[config.mk]
export PLATFORM = sky130hd
export DESIGN_NAME = hpte_front
export DESIGN_NICKNAME = d
export VERILOG_FILES = /design/src/rtl/hpte_pkg.sv /design/src/rtl/hpte_front.sv
export SDC_FILE = /design/constraint.sdc
export NUM_CORES = 1
export LEC_CHECK = 0
export ABC_AREA = 1
export BUFFER_PORTS_ARGS = -buffer_cell sky130_fd_sc_hd__buf_4
export CORE_AREA = 5 5 263 265
export CTS_CLUSTER_DIAMETER = 60
export DETAILED_ROUTE_END_ITERATION = 12
export DIE_AREA = 0 0 268 270
export HOLD_SLACK_MARGIN = 0.06
export SLEW_MARGIN = 20
export SYNTH_ARGS = -nofsm -noshare
export SYNTH_HDL_FRONTEND = slang
export SYNTH_SLANG_ARGS = --single-unit
export TNS_END_PERCENT = 1
[constraint.sdc]
create_clock -name clock -period 4.6 [get_ports clock]
set_input_delay 0.46 -clock clock [delete_from_list [all_inputs] [get_ports clock]]
set_output_delay 0.46 -clock clock [all_outputs]
set_load 0.01 [all_outputs]
[src/rtl/hpte_pkg.sv]
// Shared types, constants and a function for the hashed page table entry manager.
package hpte_pkg;

   localparam int TableEntries = 1024;
   localparam int IdxW = $clog2(TableEntries);
   localparam int GroupSlots = 8;
   localparam int SlotW = $clog2(GroupSlots);
   localparam int QueueDepth = 2;

   typedef enum logic [1:0] {
      CMD_ENTER   = 2'd0,
      CMD_REMOVE  = 2'd1,
      CMD_PROTECT = 2'd2,
      CMD_BULK    = 2'd3
   } cmd_type;

   typedef enum logic [2:0] {
      ST_OK       = 3'd0,
      ST_PARM     = 3'd1,
      ST_FULL     = 3'd2,
      ST_NOTFOUND = 3'd3,
      ST_END      = 3'd4
   } status_type;

   typedef enum logic [0:0] {
      CSR_INDEX_MASK = 1'd0,
      CSR_RAM_LIMIT  = 1'd1
   } csr_type;

   // Operation the back end carries out on the table.
   typedef enum logic [2:0] {
      OP_DONE    = 3'd0,
      OP_ENTER   = 3'd1,
      OP_REMOVE  = 3'd2,
      OP_PROTECT = 3'd3,
      OP_BULK    = 3'd4
   } op_type;

   typedef enum logic [2:0] {
      BK_IDLE  = 3'd0,
      BK_READ  = 3'd1,
      BK_WAIT  = 3'd2,
      BK_CHECK = 3'd3,
      BK_OUT   = 3'd4
   } bk_state_type;

   // Classified word passed from the front end to the back end.
   typedef struct packed {
      op_type         op;
      status_type     status;
      logic [IdxW-1:0] index;
      logic           exact;
      logic           match_avpn;
      logic           and_cond;
      logic [63:0]    first_word;
      logic [63:0]    second_word;
      logic [63:0]    compare_value;
      logic [13:0]    protect_bits;
      logic [63:0]    bulk_response;
   } job_type;

   // Result word.
   typedef struct packed {
      status_type  status;
      logic [55:0] placed_index;
      logic [63:0] old_first_word;
      logic [63:0] old_second_word;
      logic        invalidate_valid;
      logic [63:0] invalidate_operand;
      logic [63:0] bulk_response;
   } rsp_type;

   // TLB invalidate operand for an entry.
   function automatic logic [63:0] invalidate_word(input logic [63:0] v,
                                                   input logic [IdxW-1:0] ix);
      logic [63:0] rb;
      logic [63:0] lo;
      begin
         rb = {v[63:7], 7'b0} << 16;
         lo = 64'(ix) >> 3;
         if (v[1]) begin
            lo = ~lo;
         end
         if (v[62]) begin
            lo = lo ^ (v >> 24);
         end else begin
            lo = lo ^ (v >> 12);
         end
         lo = lo & 64'h7ff;
         if (v[2]) begin
            rb[0] = 1'b1;
         end else begin
            rb = rb | (lo << 12);
         end
         rb = rb | ((v >> 54) & 64'h300);
         return rb;
      end
   endfunction

endpackage

[src/rtl/hpte_front.sv]
// Front end: checks parameters of each command and classifies it for the back end.
module hpte_front (
   input  logic               clock,
   input  logic               reset,
   input  logic               csr_write,
   input  logic [0:0]         csr_index,
   input  logic [61:0]        csr_data,
   input  logic [1:0]         cmd,
   input  logic [55:0]        entry_index,
   input  logic               exact,
   input  logic               match_avpn,
   input  logic               and_cond,
   input  logic [63:0]        entry_first_word,
   input  logic [63:0]        entry_second_word,
   input  logic [63:0]        compare_value,
   input  logic [13:0]        protect_bits,
   input  logic [63:0]        bulk_request,
   output hpte_pkg::job_type  job
);
   import hpte_pkg::*;

   logic [9:0]  index_mask_ff;
   logic [61:0] ram_limit_ff;
   logic        big_page;
   logic [63:0] raddr;
   logic        enter_bad;
   logic [55:0] bulk_ix;
   logic        bulk_ix_bad;
   logic        req_ix_bad;
   logic [63:0] resp;

   // Configuration registers.
   always_ff @(posedge clock) begin
      if (reset) begin
         index_mask_ff <= 10'h3ff;
         ram_limit_ff  <= '0;
      end else if (csr_write) begin
         unique case (csr_type'(csr_index))
            CSR_INDEX_MASK: index_mask_ff <= csr_data[9:0];
            CSR_RAM_LIMIT:  ram_limit_ff  <= csr_data;
            default: ;
         endcase
      end
   end

   // Index range checks for the plain and the bulk index.
   always_comb begin
      req_ix_bad  = (entry_index[9:0] & ~index_mask_ff) != '0 ||
                    entry_index[55:IdxW] != '0;
      bulk_ix     = bulk_request[55:0];
      bulk_ix_bad = (bulk_ix[9:0] & ~index_mask_ff) != '0 || bulk_ix[55:IdxW] != '0;
   end

   // Page size and storage attribute checks for enter.
   always_comb begin
      big_page = entry_first_word[2];
      raddr = entry_second_word & 64'h3ffffffffffff000;
      if (big_page) begin
         raddr[23:0] = '0;
      end
      enter_bad = 1'b0;
      if (big_page && (entry_second_word[19:12] != '0 || entry_first_word[7])) begin
         enter_bad = 1'b1;
      end else if (raddr < {2'b0, ram_limit_ff}) begin
         enter_bad = entry_second_word[6:3] != 4'b0010;
      end else begin
         enter_bad = entry_second_word[6:4] != 3'b010;
      end
      enter_bad = enter_bad || req_ix_bad;
   end

   // Classification.
   always_comb begin
      resp = {2'b10, 2'b00, bulk_request[59:0]} & 64'h83ffffffffffffff;
      job               = '0;
      job.status        = ST_OK;
      job.index         = entry_index[IdxW-1:0];
      job.exact         = exact;
      job.match_avpn    = match_avpn;
      job.and_cond      = and_cond;
      job.first_word    = entry_first_word & ~64'h60;
      job.second_word   = entry_second_word;
      job.compare_value = compare_value;
      job.protect_bits  = protect_bits;
      unique case (cmd_type'(cmd))
         CMD_ENTER: begin
            job.op     = enter_bad ? OP_DONE : OP_ENTER;
            job.status = enter_bad ? ST_PARM : ST_OK;
         end
         CMD_REMOVE: begin
            job.op     = req_ix_bad ? OP_DONE : OP_REMOVE;
            job.status = req_ix_bad ? ST_PARM : ST_OK;
         end
         CMD_PROTECT: begin
            job.op     = req_ix_bad ? OP_DONE : OP_PROTECT;
            job.status = req_ix_bad ? ST_PARM : ST_OK;
         end
         default: begin
            job.op = OP_DONE;
            if (bulk_request[63:62] == 2'd3) begin
               job.status = ST_END;
            end else if (bulk_request[63:62] != 2'd1) begin
               job.status = ST_PARM;
            end else if (bulk_request[57] && bulk_request[56]) begin
               job.status        = ST_PARM;
               job.bulk_response = resp | 64'h2000000000000000;
            end else if (bulk_ix_bad) begin
               job.status        = ST_PARM;
               job.bulk_response = resp | 64'h2000000000000000;
            end else begin
               job.op            = OP_BULK;
               job.index         = bulk_ix[IdxW-1:0];
               job.match_avpn    = bulk_request[57];
               job.and_cond      = bulk_request[56];
               job.bulk_response = resp;
            end
         end
      endcase
   end

endmodule

# After elaboration in Yosys (flattened, before gate mapping)
# Index checks and enable logic that the tools add are counted.
[classes] magnitude_cmp=1 n_reduce_logical=15 n_addsub=0 mux=32 bitwise=4 shift=0 multipliers=0 eq_ne=6 div=0
[op_table] cell="2-to-1 mux 64 bit" count=3
[op_table] cell="2-to-1 mux 62 bit" count=2
[op_table] cell="nonzero test 46 bit" count=2
[op_table] cell="less-than comparator 62 bit" count=1
[op_table] cell="2-to-1 mux 10 bit" count=5
[op_table] cell="2-to-1 mux 24 bit" count=1
[op_table] cell="AND 10 bit" count=2
[op_table] cell="nonzero test 10 bit" count=2
[op_table] cell="case mux 6 bit (3 select lines)" count=1
[op_table] cell="2-to-1 mux 3 bit" count=5
[op_table] cell="2-to-1 mux 2 bit" count=7
[op_table] cell="NOT 10 bit" count=1
[op_table] cell="2-to-1 mux 1 bit" count=8
[op_table] cell="nonzero test 8 bit" count=1
[op_table] cell="equality test 2 bit (second input constant)" count=2
[op_table] cell="logical OR 1 bit" count=4
[op_table] cell="inequality test 4 x 2 -> 1 bit (second input constant)" count=1
[op_table] cell="AND reduction 2 bit" count=2
[op_table] cell="inequality test 3 x 2 -> 1 bit (second input constant)" count=1
[op_table] cell="OR reduction 3 bit" count=1
[op_table] cell="equality test 2 x 1 -> 1 bit (second input constant)" count=1
[op_table] cell="logical AND 1 bit" count=2
[op_table] cell="logical NOT 2 bit" count=1
[op_table] cell="inequality test 2 x 1 -> 1 bit (second input constant)" count=1
[op_table] cell="NOT 1 bit" count=1
[word_totals] mem_bits_ro=0 inputBits=397 mem_bits_rw=0 register_bits=72 mem_count=0 latch_bits=0

# Depth between registers and ports, before layout
[logic_depth] word_depth=9 ltp_mapped=17 depth_no_buf=17

# Worst setup path before layout
# No wires, ideal clock.
[synth_timing] kind="input to output" start="input entry_first_word[2]" end="output job[286] (netlist name)" slack_ns=2.174 required_time_ns=4.140 t_arrival_ns=1.966 cell_stages=13 cell_sequence="clkbuf_1 nor2_1 ha_1 nand2_1 nor2_1 nand2_1 nor2_1 nand2_1 nand3_1 nand2_1 nand3_1 nand3_1 a21oi_1"
[synth_rtl] element="from (decl)" line_no="hpte_front.sv:13" source="input logic [63:0] entry_first_word,"
[synth_rtl] element="to (decl)" line_no="hpte_front.sv:18" source="output hpte_pkg::job_type job"

==> metrics.md <==
| Metric | Value |
|---|---|
| Status | completed |
| TritonCTS clock tree | done |
| Register area | 1441 µm² |
| Crit. End Element | primary output |
| Synthesis-stage register bit count | 72 |
| Initial core utilization | 9.893% |
| Number of DRC markers in iteration 0 | 283 |
| Unrepaired setup endpoints after global routing | false |
| First drt pass iteration count | 4 |
| Worst-margin pin slew | 1.071 ns |
| Worst path max stage delay | 0.40 ns |
| Area Overhead vs Synth | 38.65% |
| Initial antenna violation count | 3 |
| Final Max Slew Viols | 0 |
| Core Region | 66560 µm² |
| Post-synth top cells | buf_4, inv_1, nor2_1 |
| Vias in the first global route | 6467 |
| # IOs | between 600 and 700 |
| Post-route DRC | 0 |
| Syn_area_per_cell | between 6 and 7 µm² |
| Cell Pwr Density | 220.2 nW/µm² |
| Sink Count | 72 |
| Fmax | 0.2865 GHz |
| Multi-input logic area | 2853 µm² |
| Met3 Use GR | under 10% |
| Final hold vios | 0 |
| Synth async-reset ratio | 0% |
| Clock Skews | 0 ns |
| H-Tree Depth | 3 |
| Tcrit/Tclk final | around three quarters |
| Worst relative slew slack | 28.58% |
| Standard-cell rows | 95 |
| WS Path Type | reg2out |
| Peak supply drop | around 0.12 mV |
| Port bufs | 374 |
| Count leader, synth | buf_4 |
| DP Cell Count | 2006 |
| Top_reg_cell synth | dfxtp_1 |
| Total wire length | 31750 µm |
| First-pass GRT wire length | 43230 µm |
| Arr. time, crit path | around 3.0 ns |
| Largest net degree at the start of global routing | between 70 and 80 |
| DP HPWL | 27370 µm |
| Post-route ant nets | 0 |
| Global route overflow | 0 |
| Leakage | between 4 and 5 nW |
| GRT Max-Usage Layer | met2 |
| Minimum clock period | 3.490 ns |
| Final Total Pwr | about 2 mW |
| Post-CTS Setup Inserts | 0 |
| Largest cells by area after synthesis | buf_4, dfxtp_1, ha_1 |
| Worst setup SP type | flip-flop |
| Vias/cell | between 3 and 4 |
| Reg clk slew, reported paths | 0.06 ns |
| Clk buf depth | 2 |
| Layout Cells excl Fill | 2023 |
| Global routing usage on met2 | 12.38% |
| CP bufs+invs | 2 |
| Die X | 268 µm |
| Clock Root Buffer | clkbuf_16 |
| CP top delay family | simple AND/OR/NAND/NOR gates |
| Final Util | a little over an eighth |
| Gr usage total | 8.339% |
| Met1 Use GR | 9.822% |
| RePlAce Congestion | between 0.7 and 0.8 |
| Post-CTS Hold Buffers | 0 |
| Synth top area share | 24.17% |
| WL/cell | ~16 µm |
| Mapped Cells | 991 |
| Synth area leader | buf_4 |
| Post-CTS sizing | 0 |
| Nets | 1591 |
| Sequential fraction of the synthesis area | 21.89% |
| Share of layout cells above drive strength 1 | ~36% |
| Post-synth EDFFs | 0 |
| Worst-Skew Late Latency | 0.36 ns |
| Die Ht | 270 µm |
| Fin Setup TNS | 0 ns |
| Num CTS Buffers | 9 |
| Netlist cell types | 34 |
| Final Setup Violations | 0 |
| Worst path slowest cell | nand3_1 |
| YS warnings | 0 |
| Die area | about 72000 µm² |
| CP Max Fanout | 3 |
| Max-cap violations | 0 |
| WP data required | between 4 and 5 ns |
| CP Cell Sequence | inv_1 -> ha_1 -> nand2_1 -> nor2_1 -> nand4_1 -> nor3_1 -> nand2_1 -> nand3_1 -> nand3_1 -> a21oi_1 -> buf_4 |
| Filler cells | 7760 |
| Total vias in the final route | 6462 |
| Mapped Area | 6585 µm² |
| HP Class | in2reg |
layer usage:
metal / wire length [µm] / vias up
met1: 12530 / 2763
met4: 1950 / 2
met5: 7 / -
met3: 3620 / 121
met2: 13640 / 370
li1: - / 3206
layout make-up:
cell class,instances,area share [%]
Tap cell,873,11.96
Sequential cell,72,15.79
Antenna cell,1,0.02741
Inverter,160,6.578
Multi-Input combinational cell,523,31.25
Timing Repair Buffer,378,31.22
Clock buffer,12,2.590
Clock inverter,4,0.5893
cells in the final DEF (no fill, tap or decap), types with 2 or more instances in the layout:
master	Yosys	routed
buf_4	212	377
inv_1	158	158
nor2_1	138	138
nand2_1	106	105
dfxtp_1	72	72
a21oi_1	70	70
o21ai_0	67	67
ha_1	50	50
nand3_1	16	16
nor4_1	14	14
nand4_1	13	13
o21ai_2	12	12
clkbuf_16	0	9
conb_1	1	7
o22ai_1	6	6
nor3_1	5	5
o211ai_1	4	4
a21o_1	3	3
clkbuf_1	26	3
nor3_2	2	2
inv_2	1	2
clkinvlp_4	0	2
tightest hold or removal path, stage by stage:
cell and delay (ns):
buf_4 0.10, nand2_1 0.05, nand3_1 0.06
logic make-up after synthesis:
| family | share of synthesized area [%] |
|---|---|
| buffers and inverters | 35.25 |
| flip-flops | 21.89 |
| adder cells (fa/ha/maj) | 9.500 |
| other | 0.05695 |
| AND/OR/NAND/NOR | 19.68 |
| AO/OA/AOI/OAI | 13.62 |
where the power goes:
group          internal, mW  switching (mW)  total, mW
registers             0.665          0.0178      0.683
logic                 0.282           0.299      0.581
clock network         0.423           0.323      0.746
final timing paths:
check / from / to / slack (ns) / cells after the start
min: csr_data[1] / index_mask_ff[1] / 0.33 / 3
max: ram_limit_ff[37] / job[286] / 1.11 / 11
min reg2reg: ram_limit_ff[60] / ram_limit_ff[60] / 0.45 / 2
max reg2reg: index_mask_ff[9] / index_mask_ff[9] / 3.75 / 2
per-stage QoR:
stage          cell area (µm²)  hold slack (ns)  setup WS (ns)
4_1_cts                   9128           0.2837         0.8756
6_report                  9130           0.3325          1.110
5_1_grt                   9128           0.3029         0.8314
3_3_place_gp              8837           0.4458          1.065
3_5_place_dp              8837           0.4486          1.046
2_1_floorplan             6608           0.4331          2.174
flip-flops by register name (all words and copies together) (netlist names):
| signal | flops |
|---|---|
| ram_limit_ff | 62 |
| index_mask_ff | 10 |
(Power assumes the default switching activity.)
