## src/rtl/hpte_pkg.sv

```systemverilog
// Shared types, constants and a function for the hashed page table entry manager.
package hpte_pkg;

   localparam int TableEntries = 1024;
   localparam int IdxW = $clog2(TableEntries);
   localparam int GroupSlots = 8;
   localparam int SlotW = $clog2(GroupSlots);
   localparam int QueueDepth = 2;

   typedef enum logic [1:0] {
      CMD_ENTER   = 2'd0,
      CMD_REMOVE  = 2'd1,
      CMD_PROTECT = 2'd2,
      CMD_BULK    = 2'd3
   } cmd_type;

   typedef enum logic [2:0] {
      ST_OK       = 3'd0,
      ST_PARM     = 3'd1,
      ST_FULL     = 3'd2,
      ST_NOTFOUND = 3'd3,
      ST_END      = 3'd4
   } status_type;

   typedef enum logic [0:0] {
      CSR_INDEX_MASK = 1'd0,
      CSR_RAM_LIMIT  = 1'd1
   } csr_type;

   // Operation the back end carries out on the table.
   typedef enum logic [2:0] {
      OP_DONE    = 3'd0,
      OP_ENTER   = 3'd1,
      OP_REMOVE  = 3'd2,
      OP_PROTECT = 3'd3,
      OP_BULK    = 3'd4
   } op_type;

   typedef enum logic [2:0] {
      BK_IDLE  = 3'd0,
      BK_READ  = 3'd1,
      BK_WAIT  = 3'd2,
      BK_CHECK = 3'd3,
      BK_OUT   = 3'd4
   } bk_state_type;

   // Classified word passed from the front end to the back end.
   typedef struct packed {
      op_type         op;
      status_type     status;
      logic [IdxW-1:0] index;
      logic           exact;
      logic           match_avpn;
      logic           and_cond;
      logic [63:0]    first_word;
      logic [63:0]    second_word;
      logic [63:0]    compare_value;
      logic [13:0]    protect_bits;
      logic [63:0]    bulk_response;
   } job_type;

   // Result word.
   typedef struct packed {
      status_type  status;
      logic [55:0] placed_index;
      logic [63:0] old_first_word;
      logic [63:0] old_second_word;
      logic        invalidate_valid;
      logic [63:0] invalidate_operand;
      logic [63:0] bulk_response;
   } rsp_type;

   // TLB invalidate operand for an entry.
   function automatic logic [63:0] invalidate_word(input logic [63:0] v,
                                                   input logic [IdxW-1:0] ix);
      logic [63:0] rb;
      logic [63:0] lo;
      begin
         rb = {v[63:7], 7'b0} << 16;
         lo = 64'(ix) >> 3;
         if (v[1]) begin
            lo = ~lo;
         end
         if (v[62]) begin
            lo = lo ^ (v >> 24);
         end else begin
            lo = lo ^ (v >> 12);
         end
         lo = lo & 64'h7ff;
         if (v[2]) begin
            rb[0] = 1'b1;
         end else begin
            rb = rb | (lo << 12);
         end
         rb = rb | ((v >> 54) & 64'h300);
         return rb;
      end
   endfunction

endpackage

```

## src/rtl/hpte_queue.sv

```systemverilog
// Short queue of classified words between the front end and the back end.
module hpte_queue (
   input  logic               clock,
   input  logic               reset,
   input  logic               push,
   input  hpte_pkg::job_type  push_job,
   output logic               full,
   input  logic               pop,
   output logic               empty,
   output hpte_pkg::job_type  head_job
);
   import hpte_pkg::*;

   localparam int PtrW = $clog2(QueueDepth);

   job_type         slot_ff [QueueDepth];
   logic [PtrW-1:0] rd_ff, rd_in;
   logic [PtrW-1:0] wr_ff, wr_in;
   logic [PtrW:0]   count_ff, count_in;
   logic            do_push, do_pop;

   always_comb begin
      full     = count_ff == (PtrW+1)'(QueueDepth);
      empty    = count_ff == '0;
      do_push  = push && !full;
      do_pop   = pop && !empty;
      rd_in    = do_pop ? rd_ff + 1'b1 : rd_ff;
      wr_in    = do_push ? wr_ff + 1'b1 : wr_ff;
      count_in = count_ff + (PtrW+1)'(do_push) - (PtrW+1)'(do_pop);
      head_job = slot_ff[rd_ff];
   end

   always_ff @(posedge clock) begin
      if (reset) begin
         rd_ff    <= '0;
         wr_ff    <= '0;
         count_ff <= '0;
      end else begin
         rd_ff    <= rd_in;
         wr_ff    <= wr_in;
         count_ff <= count_in;
      end
   end

   always_ff @(posedge clock) begin
      if (do_push) begin
         slot_ff[wr_ff] <= push_job;
      end
   end

   assert property (@(posedge clock) disable iff (reset) full |-> !empty)
      else $error("queue full and empty at once");
   assert property (@(posedge clock) disable iff (reset)
                    count_ff <= (PtrW+1)'(QueueDepth))
      else $error("queue count overflow");
   assert property (@(posedge clock) disable iff (reset)
                    (do_push && !do_pop) |=> !empty)
      else $error("queue lost a word");

endmodule

```

## config.mk

```make
export PLATFORM = sky130hd
export DESIGN_NAME = hpte_queue
export DESIGN_NICKNAME = d
export VERILOG_FILES = /design/src/rtl/hpte_pkg.sv /design/src/rtl/hpte_queue.sv
export SDC_FILE = /design/constraint.sdc
export NUM_CORES = 1
export LEC_CHECK = 0
export ABC_AREA = 1
export BUFFER_PORTS_ARGS = -buffer_cell sky130_fd_sc_hd__buf_2
export CAP_MARGIN = 20
export CORE_AREA = 3 3 227 229
export CTS_CLUSTER_SIZE = 8
export DETAILED_ROUTE_END_ITERATION = 6
export DIE_AREA = 0 0 230 232
export PLACE_DENSITY = 0.8
export SYNTH_ARGS = -nofsm -noshare
export SYNTH_HDL_FRONTEND = slang
export SYNTH_SLANG_ARGS = --single-unit
export TNS_END_PERCENT = 5
```

## constraint.sdc

```tcl
create_clock -name clock -period 19.9 [get_ports clock]
set_clock_uncertainty 0.2 [all_clocks]
set_input_delay 1.99 -clock clock [delete_from_list [all_inputs] [get_ports clock]]
set_output_delay 1.99 -clock clock [all_outputs]
set_load 0.03 [all_outputs]
```

Word-level counts from Yosys, hierarchy flattened

Memory sizes are Yosys's and may differ from the RTL's. A register that Yosys moved wholly into a read port is not among the register bits.
Cells that the tools add are included.

Register bits after elaboration: 4
Bits in latches: 0
Memory bits (writable): 578
Bits in read-only memories: 0
Logic and storage cells: 18
Memories kept: 1

Memory list:

| memory  | words | width | rd ports | clocked after memory_dff | wr ports | RTL line         | source |
|---|---|---|---|---|---|---|---|
| slot_ff | 2     | 289   | 1        | 1                        | 1        | hpte_queue.sv:16 | `job_type slot_ff [QueueDepth];` |

Add/subtract/negate cells: 4
Multipliers: 0
Divide/modulo/power cells: 0
$lt $le $gt $ge: 0
Eq/ne operators: 1
Shifts and indexed selects: 0
Multiplexer cells: 4
Bitwise logic cells: 0
Reductions and logical operators: 5

Operators by type and width:

| kind                | count |
|---|---|
| $mux 1              | 4 |
| $add 1x1->1 const B | 2 |
| $add 2x1->2         | 1 |
| $eq 2x2->1 const B  | 1 |
| $logic_and 1x1->1   | 2 |
| $logic_not 1->1     | 2 |
| $logic_not 2->1     | 1 |
| $sub 2x1->2         | 1 |

Longest topological paths before layout

Gate-level depths: netlist of the first run.

Word-level depth: 5
Gate-level depth with buffers: 11
Mapped depth without buffers: 11

Least setup slack after synthesis of the first run

OpenSTA, ideal clock, no wires.

Path type: input to register
Start point: input port push
End point: memory slot_ff[0][0] in the netlist's numbering, enable pin
Arrival: 14,027 ps
Data required time: 18,756 ps
Setup slack: 4,730 ps
Stages: 2
Path buffers: 0
Cell sequence: nand2_1 -> nor2_1

Word-level cells in the longest chain between the ends: 3

RTL lines:

| element                      | RTL line         | source |
|---|---|---|
| from (decl)                  | hpte_queue.sv:5  | `input logic push,` |
| $logic_and 1x1->1            | hpte_queue.sv:25 | `do_push = push && !full;` |
| $mux 1                       | hpte_queue.sv:46 | `if (do_push) begin` |
| $mux 1 (not written as such) | hpte_queue.sv:47 | `slot_ff[wr_ff] <= push_job;` |
| to (decl)                    | hpte_queue.sv:16 |  |

Every way passes these cells.

==> qor.txt, run 1 <==
CTS tree = done
Synth Warn # = 0
Sw frac = 0.309
Total CTS buffers = 83
Mapped Cells = 938
PortBufs = 583
Reg clk slew, reported paths = 0.05 ns
Post-CTS setup buffers = 0
Die W = 230 um
Pint = 2.73 mW
Setup tns final = 0 ns
Largest area contributor in the netlist = edfxtp_1
Finished Layout Cells = 2289
Post-synth top area share = 0.791
Clock Sinks = 583
PwrDens = 143 nW/um^2
Tot GR Track Use = 0.171
Period utilization = 0.299
Clock group share of total power = 0.306
Drt first-iter violations = 565
Die Y = 232 um
Slew at the pin closest to its max-slew limit = 1.18 ns
CP endpoint kind = output port
Synth area leaders = edfxtp_1 79%, mux2_4 14%, mux2_2 4.6%, buf_6 1.3%, dfxtp_1 0.46%
Register bit total from synthesis = 583
CP startpoint kind = flip-flop
Final setup viols = 0
Worst vdd ir = 0.140 mV
Leak = 10.7 nW
Post-Syn Area = 21900 um^2
Hold_sp = rd_ff
Clk buf depth = 3
Io pins = 584
Syn avg cell area = 23.4 um^2
P&R area growth vs syn = 26.4%
Rel. slew slack = 0.214
GP Congestion = 0.812
CP Class = reg2out
Largest family of logic cells by synthesized area = multiplexers
Switch Pwr = 1.22 mW
Slew Limit Fails = 0
Finished Cell Area = 27700 um^2
Largest net degree at the start of global routing = 147
WP data arrival = 3.77 ns
Post-Synth Simple-Gate Area = 0.00359
Max-cap violations = 0
Start of the worst register-to-register path = count_ff[0]
Global-route wire length before repair = 69300 um
Placed Instances = 2171
Post-CTS Resized = 0
FP Rows = 82
Status = finished, final reports clean
Vias in the first global route = 11790
Reg-to-reg slack, setup = 16.23 ns
Initial Util = 0.440
Post-synthesis mux area share = 0.183
Adder-cell share of the synthesized area = 0.00114
Dpl cell area = 25500 um^2
Class of the worst hold path = reg2reg
Drt via density = 4.83
Post-route DRC = 0
Final hold vios = 0
Via count = 11063
Tmin final = 5.96 ns
Worst Path Required = 17.71 ns
Cells on worst reg2reg path = 6
Post-Synth XOR/XNOR Area = 0
Clock Tree Root = clkbuf_16
Hold path depth = 2
Final wirelength = 47500 um
RSZ-0062 raised after global routing = no
Clk_lat worst skew = 0.58 ns
Hold EP = rd_ff
CTS Hold Buffers Added = 0
Core Region = 49900 um^2
Sequential share of power = 0.409
DP Wirelength = 32300 um
Cell variety after synth = 12
Gate power share = 0.285
Htree depth = 3
GRT overflow = 0
Layout cells sized above 1 = 0.607
Area of the die = 53400 um^2
WL per Instance = 20.7 um
R2R Path End = slot_ff[1][117]
Post-route ant nets = 0
Layout Nets = 1879
Net Count, Synth = 1233
Initial antenna violation count = 18
Register area share after synthesis = 0.796
Pre-antenna DRT Iters = 4
Post-synthesis compound-gate area fraction = 0.000456
Fmax = 168 MHz
Crit path max fanout = 56
## worst max-delay path, cell delays in order (launching register included)
cell	delay, ns
dfxtp_4	0.77
buf_4	0.87
buf_4	0.90
mux2_4	0.36
buf_2	0.18
## area by class of cell
type,count,area [um^2]
antenna,13,32.5
clock buffer,100,2180
clock inverter,5,31.3
fill,3730,22100
inverter,10,45.0
multi-input combinational,313,4130
sequential,583,17500
tap,672,841
timing repair buffer,593,3010
## cells in the mapped netlist
master / n
nor2_1: 9
buf_6: 25
nand2_1: 8
buf_2: 7
mux2_2: 89
ha_1: 2
inv_1: 10
nand3_1: 3
mux2_4: 200
dfxtp_1: 5
a21oi_1: 2
edfxtp_1: 578
## worst max-delay path by stage
stage,startpoint,slack [ns],cells past startpoint,endpoint
3_3_place_gp,flip-flop,14.64,4,head_job[209]
2_1_floorplan,push,4.73,2,slot_ff[0][0]
6_report,flip-flop,13.94,4,head_job[223]
5_1_grt,flip-flop,13.75,4,head_job[223]
3_5_place_dp,flip-flop,14.54,4,head_job[223]
4_1_cts,flip-flop,13.89,4,head_job[223]
## cell usage in the layout (no fill, tap or decap)
cell type and instances:
a21oi_1 2, buf_12 1, buf_2 583, buf_4 9, clkbuf_1 15, clkbuf_16 85, clkinv_1 1, clkinv_2 2
dfxtp_1 4, dfxtp_4 1, diode_2 13, edfxtp_1 578, ha_1 2, inv_1 9, inv_6 2, inv_8 1
mux2_2 89, mux2_4 200, nand2_1 8, nand3_1 3, nor2_1 8, nor2_4 1
## state kept, by name (all words and copies together), names as in the netlist, named ones only
register / count
wr_ff: 1
slot_ff: 578
rd_ff: 1
count_ff: 2
## per-layer routing
metal,wire [um],track usage,part of all wire,vias to the layer above
met5,30,0,0.00063,-
met4,1410,0.0809,0.030,6
met3,4380,0.0643,0.092,100
met2,24300,0.294,0.51,507
met1,17300,0.189,0.36,5438
li1,-,-,-,5012
## kinds of logic after synthesis
family                   count (synthesis)
AO/OA/AOI/OAI                            2
adder cells (fa/ha/maj)                  2
buffers and inverters                   42
flip-flops                             583
multiplexers                           289
AND/OR/NAND/NOR                         20
## power groups by stage
stage                     sequential [mW]  clock, mW  combinational, mW
final                                1.62       1.21               1.13
after floorplan                      1.69          0              0.861
after detailed placement             1.64          0               1.13
after CTS                            1.62       1.24               1.14
after global placement               1.63          0               1.12
after global routing                 1.63       1.29               1.18
## stage by stage
stage / hold WS (ns) / worst slack (ns) / util / total power, mW
2_1_floorplan: 0.267 / 4.73 / - / 2.55
3_3_place_gp: 0.287 / 14.64 / 0.511 / 2.75
3_5_place_dp: 0.308 / 14.54 / 0.511 / 2.77
4_1_cts: 0.323 / 13.89 / 0.555 / 4.00
5_1_grt: 0.358 / 13.75 / 0.556 / 4.11
6_report: 0.322 / 13.94 / 0.556 / 3.96
Power figures use the tool's default switching activity.
==> inputs of run 2 (changes only) <==
--- a/config.mk
+++ b/config.mk
@@ -12,7 +12,7 @@
 export CTS_CLUSTER_SIZE = 8
 export DETAILED_ROUTE_END_ITERATION = 6
 export DIE_AREA = 0 0 230 232
-export PLACE_DENSITY = 0.8
+export PLACE_DENSITY = 0.83
 export SYNTH_ARGS = -nofsm -noshare
 export SYNTH_HDL_FRONTEND = slang
 export SYNTH_SLANG_ARGS = --single-unit
==> constraint.sdc (replaced) <==
create_clock -name clock -period 5.45 [get_ports clock]
set_clock_uncertainty 0.2 [all_clocks]
set_input_delay 0.545 -clock clock [delete_from_list [all_inputs] [get_ports clock]]
set_output_delay 0.545 -clock clock [all_outputs]
set_load 0.03 [all_outputs]
==> qor.txt, run 2 (synthesis results as in run 1) <==
Slew Limit Fails = 0 (unchanged)
Placed Instances = 2179 (+0.37%)
Biggest regs = slot_ff: 578 flops, count_ff: 2 flops
Max FFs per register = 578 (unchanged)
Core Region = 49900 um^2 (unchanged)
Final wirelength = 58500 um (+23%)
Clk buf depth = 3 (unchanged)
Die Y = 232 um (unchanged)
Area of the die = 53400 um^2 (unchanged)
Dpl ws = 2.49 ns (-12.05 ns)
Max-cap violations = 0 (unchanged)
CP startpoint kind = flip-flop
Most frequent cells in the layout = 583 x buf_2, 578 x edfxtp_1, 290 x dlygate4sd3_1
CP Class = reg2out
Largest net degree at the start of global routing = 117 (-20%)
Worst Path Required = 4.70 ns (-13.01 ns)
Drt first-iter violations = 820 (+45%)
Worst hold slack = 0.102 ns (-0.220 ns)
Clock Sinks = 583 (unchanged)
Via count = 12876 (+16%)
Final setup viols = 0 (unchanged)
CP endpoint kind = output port
Top reg by flops = slot_ff
FP Rows = 82 (unchanged)
Reg clk slew, reported paths = 0.05 ns (about the same)
Tmin final = 3.55 ns
GRT overflow = 0 (unchanged)
Post-route DRC = 0 (unchanged)
Crit path max fanout = 64 (+14%)
Fmax = 282 MHz
Clk_lat worst skew = 0.59 ns (about the same)
Vias in the first global route = 14155 (+20%)
Status = finished, final reports clean
Initial Util = 0.440 (unchanged)
Rel. slew slack = 0.267 (+0.0527)
Htree depth = 3 (unchanged)
RSZ-0062 raised after global routing = no
Clock Tree Root = clkbuf_16
PortBufs = 583 (unchanged)
Class of the worst hold path = in2reg
Final hold vios = 0 (unchanged)
PwrDens = 487 nW/um^2 (+240%)
Fin util = 0.618 (+0.0623)
Worst vdd ir = 0.434 mV (+210%)
Initial antenna violation count = 2 (-16)
Total CTS buffers = 83 (unchanged)
Tot GR Track Use = 0.213 (+0.0420)
Post-CTS setup buffers = 0 (unchanged)
Slew at the pin closest to its max-slew limit = 1.10 ns (-0.0790 ns)
Final worst slack = 1.90 ns (-12.04 ns)
WL per Instance = 22.8 um (+9.8%)
Post-route ant nets = 0 (unchanged)
Io pins = 584 (unchanged)
DP Wirelength = 32500 um (+0.68%)
Most common cell after layout, fill and taps aside = buf_2
Layout Nets = 2177 (+16%)
Leak = 12.0 nW (+12%)
Pre-antenna DRT Iters = 4 (unchanged)
Layout cells sized above 1 = 0.521 (-0.0864)
Die W = 230 um (unchanged)
Global-route wire length before repair = 86500 um (+25%)
Finished Layout Cells = 2571 (+12%)
Period utilization = 0.652
P&R area growth vs syn = 40.6%
Power Total = 15.0 mW (+280%)
GP Congestion = 0.814 (+0.27%)
Drt via density = 5.01 (+3.6%)
CTS tree = done
WP data arrival = 2.81 ns (-0.96 ns)
## run 2: cell count changes in the layout (fill, tap and decap cells not counted), moves of 3 or more
cell,change
clkbuf_1,-7
buf_12,+6
dlygate4sd3_1,+290
inv_16,+3
diode_2,-11
## run 2: through the flow
step           area [um^2]  setup TNS (ns)
2_1_floorplan        22000          -31.67
3_3_place_gp         25600               0
3_5_place_dp         25600               0
4_1_cts              30800               0
5_1_grt              30800               0
6_report             30800               0
## run 2: repair_timing
action,in CTS,in global routing
hold buffers,290,0
gates resized for setup,0,0
endpoints found under the hold margin,579,0
## run 2: critical path: stages, from the launching register on
cell and delay, ns:
dfxtp_4 1.05, buf_12 0.49, mux2_2 0.41, buf_2 0.18
## run 2: routing by layer
| metal | GRT usage | vias up | wire length, um |
|---|---|---|---|
| met5 | 0 | - | 0 |
| met4 | 0.0791 | 0 | 1910 |
| met1 | 0.245 | 6487 | 21300 |
| met2 | 0.390 | 670 | 31300 |
| li1 | - | 5590 | - |
| met3 | 0.0477 | 129 | 4070 |
## run 2: path summary, 6_finish.rpt
check                   start               to  slack [ns]  cells after the start
setup / recovery    flip-flop    head_job[272]        1.90                      3
hold / removal            pop        flip-flop        0.10                      4
setup reg to reg  count_ff[0]  slot_ff[0][124]        2.92                      5
hold reg to reg         rd_ff            rd_ff        0.32                      2
## run 2: area by class of cell
type                            count  area (um^2)
Fill cell                        3295        19000
Sequential cell                   583        17500
Timing Repair Buffer              891         6040
Multi-Input combinational cell    313         4160
Clock buffer                       91         2110
Tap cell                          672          841
Clock inverter                      9          170
Inverter                           10         41.3
Antenna cell                        2         5.00
## run 2: report_power, final
| part | switching [mW] | total (mW) | internal (mW) |
|---|---|---|---|
| combinational | 2.74 | 4.42 | 1.67 |
| sequential | 0.269 | 5.98 | 5.71 |
| clock | 1.81 | 4.63 | 2.82 |
==> inputs of run 3 (changes only) <==
==> constraint.sdc (replaced) <==
create_clock -name clock -period 2.9 [get_ports clock]
set_clock_uncertainty 0.2 [all_clocks]
set_input_delay 0.29 -clock clock [delete_from_list [all_inputs] [get_ports clock]]
set_output_delay 0.29 -clock clock [all_outputs]
set_load 0.03 [all_outputs]
==> qor.txt, run 3 (synthesis results as in run 1) <==
Status = finished, final reports clean
Clock Sinks = 583 (unchanged)
Initial antenna violation count = 7 (+5)
Final wirelength = 59800 um (+2.2%)
Post-route ant nets = 0 (unchanged)
Rel. slew slack = 0.364 (+0.0966)
Hold_sp = push_job[108]
Period utilization = 0.925
WP data arrival = 2.19 ns (-0.62 ns)
Slew Limit Fails = 0 (unchanged)
Tmin final = 2.68 ns
CP cell instances = buf_12 -> buf_12 -> mux2_4 -> buf_2
Drt via density = 5.00 (-0.19%)
Finished Cell Area = 31000 um^2 (+0.61%)
Htree depth = 3 (unchanged)
Sequential share of power = 0.394 (-0.004)
Class of the worst hold path = in2reg
Final hold vios = 0 (unchanged)
Worst vdd ir = 0.714 mV (+64%)
Die Y = 232 um (unchanged)
Slew at the pin closest to its max-slew limit = 0.955 ns (-0.145 ns)
Clk_lat worst skew = 0.59 ns (about the same)
Largest net degree at the start of global routing = 141 (+21%)
RSZ-0062 raised after global routing = no
CP endpoint kind = output port
Worst hold slack = 0.204 ns (+0.102 ns)
Start of the worst register-to-register path = count_ff[0]
Fmax = 373 MHz
Clk buf depth = 3 (unchanged)
Area of the die = 53400 um^2 (unchanged)
PwrDens = 911 nW/um^2 (+87%)
Gate power share = 0.305 (+0.011)
CP peak stage delay = 0.50 ns (-0.55 ns)
Most frequent cells in the layout = 583 x buf_2, 578 x edfxtp_1, 292 x dlygate4sd3_1
Switch Pwr = 9.12 mW (+89%)
Leak = 12.2 nW (+0.92%)
Finished Layout Cells = 2603 (+1.2%)
FP Rows = 82 (unchanged)
Dpl cell area = 25900 um^2 (+0.93%)
Biggest regs = slot_ff: 578 flops, count_ff: 2 flops
Drt first-iter violations = 811 (-1.1%)
Die W = 230 um (unchanged)
Sw frac = 0.323 (+0.00165)
CP most frequent cell = buf_12
WL per Instance = 23.0 um (+0.92%)
GP Congestion = 0.839 (+3.0%)
Total CTS buffers = 82 (-1.2%)
DP Wirelength = 34500 um (+6.3%)
GRT overflow = 0 (unchanged)
Max-cap violations = 0 (unchanged)
CP top delay family = buffers and inverters
CTS tree = done
Tot GR Track Use = 0.218 (+0.00436)
Clock Tree Root = clkbuf_16
Layout Nets = 2203 (+1.2%)
Bufs and invs on worst path = 3 (+1)
Pint = 19.1 mW (+88%)
Global-route wire length before repair = 87700 um (+1.5%)
Pre-antenna DRT Iters = 6 (+2)
Core Region = 49900 um^2 (unchanged)
Top reg by flops = slot_ff
Io pins = 584 (unchanged)
CP startpoint kind = flip-flop
CP Class = reg2out
Via count = 13012 (+1.1%)
Placed Instances = 2204 (+1.1%)
PortBufs = 583 (unchanged)
P&R area growth vs syn = 41.5%
Clock group share of total power = 0.302 (-0.006)
Most common cell after layout, fill and taps aside = buf_2
Reg clk slew, reported paths = 0.05 ns (about the same)
Highest-delay cell along the critical path = dfxtp_4
Final setup viols = 0 (unchanged)
Vias in the first global route = 14147 (-0.057%)
Setup tns final = 0 ns (unchanged)
Crit path max fanout = 34 (-47%)
Worst Path Required = 2.41 ns (-2.29 ns)
Layout cells sized above 1 = 0.525 (+0.00383)
Fin util = 0.622 (+0.00379)
Max FFs per register = 578 (unchanged)
Initial Util = 0.440 (unchanged)
Post-route DRC = 0 (unchanged)
==> run 3: cell count changes in the layout (fill, tap and decap cells not counted), sizes merged <==
| cell | previous run | this run |
|---|---|---|
| buf | 601 | 626 |
| dlygate4sd3 | 290 | 292 |
| inv | 14 | 12 |
| bufinv | 2 | 0 |
| clkbuf | 91 | 98 |
| diode | 2 | 4 |
==> run 3: power by group through the flow <==
stage	combinational [mW]	clock [mW]	sequential, mW
CTS	8.50	8.52	11.1
global placement	8.01	0	11.1
finish	8.61	8.52	11.1
floorplan	5.92	0	11.3
detailed placement	8.12	0	11.2
global route	8.94	9.02	11.2
==> run 3: timing repair <==
item,4_1_cts,5_1_grt
gates resized for setup,0,0
endpoints found under the hold margin,583,0
hold buffers,292,0
setup buffers,0,0
==> run 3: worst paths after layout <==
kind	to	slack, ns	cells after the start
worst min register to register	rd_ff	0.37	2
worst min-delay path	slot_ff[0][108]	0.20	2
worst max register to register	slot_ff[1][111]	0.78	5
worst max-delay path	head_job[238]	0.22	4
==> run 3: metrics by stage <==
stage	total power, mW	setup slack, ns
floorplan	17.2	-2.54
CTS	28.1	0.181
detailed placement	19.3	0.839
global placement	19.1	0.872
global route	29.1	0.144
finish	28.2	0.217
==> run 3: layer usage <==
metal  track usage  up-vias  part of all wire  routed length (um)
met3        0.0621      147             0.083                4950
met2         0.391      768              0.53               31600
met5             0        -           0.00045                  27
met1         0.242     6452              0.35               21100
met4        0.0916        4             0.036                2130
li1              -     5641                 -                   -
==> run 3: final cells by class <==
cell class	count	area [um^2]
inverters	10	41.3
flip-flops and latches	583	17500
diodes	4	10.0
multi-input cells	313	4140
fillers	3275	18800
clock inverters	5	70.1
repair buffers	918	6330
clock buffers	98	2130
well taps	672	841
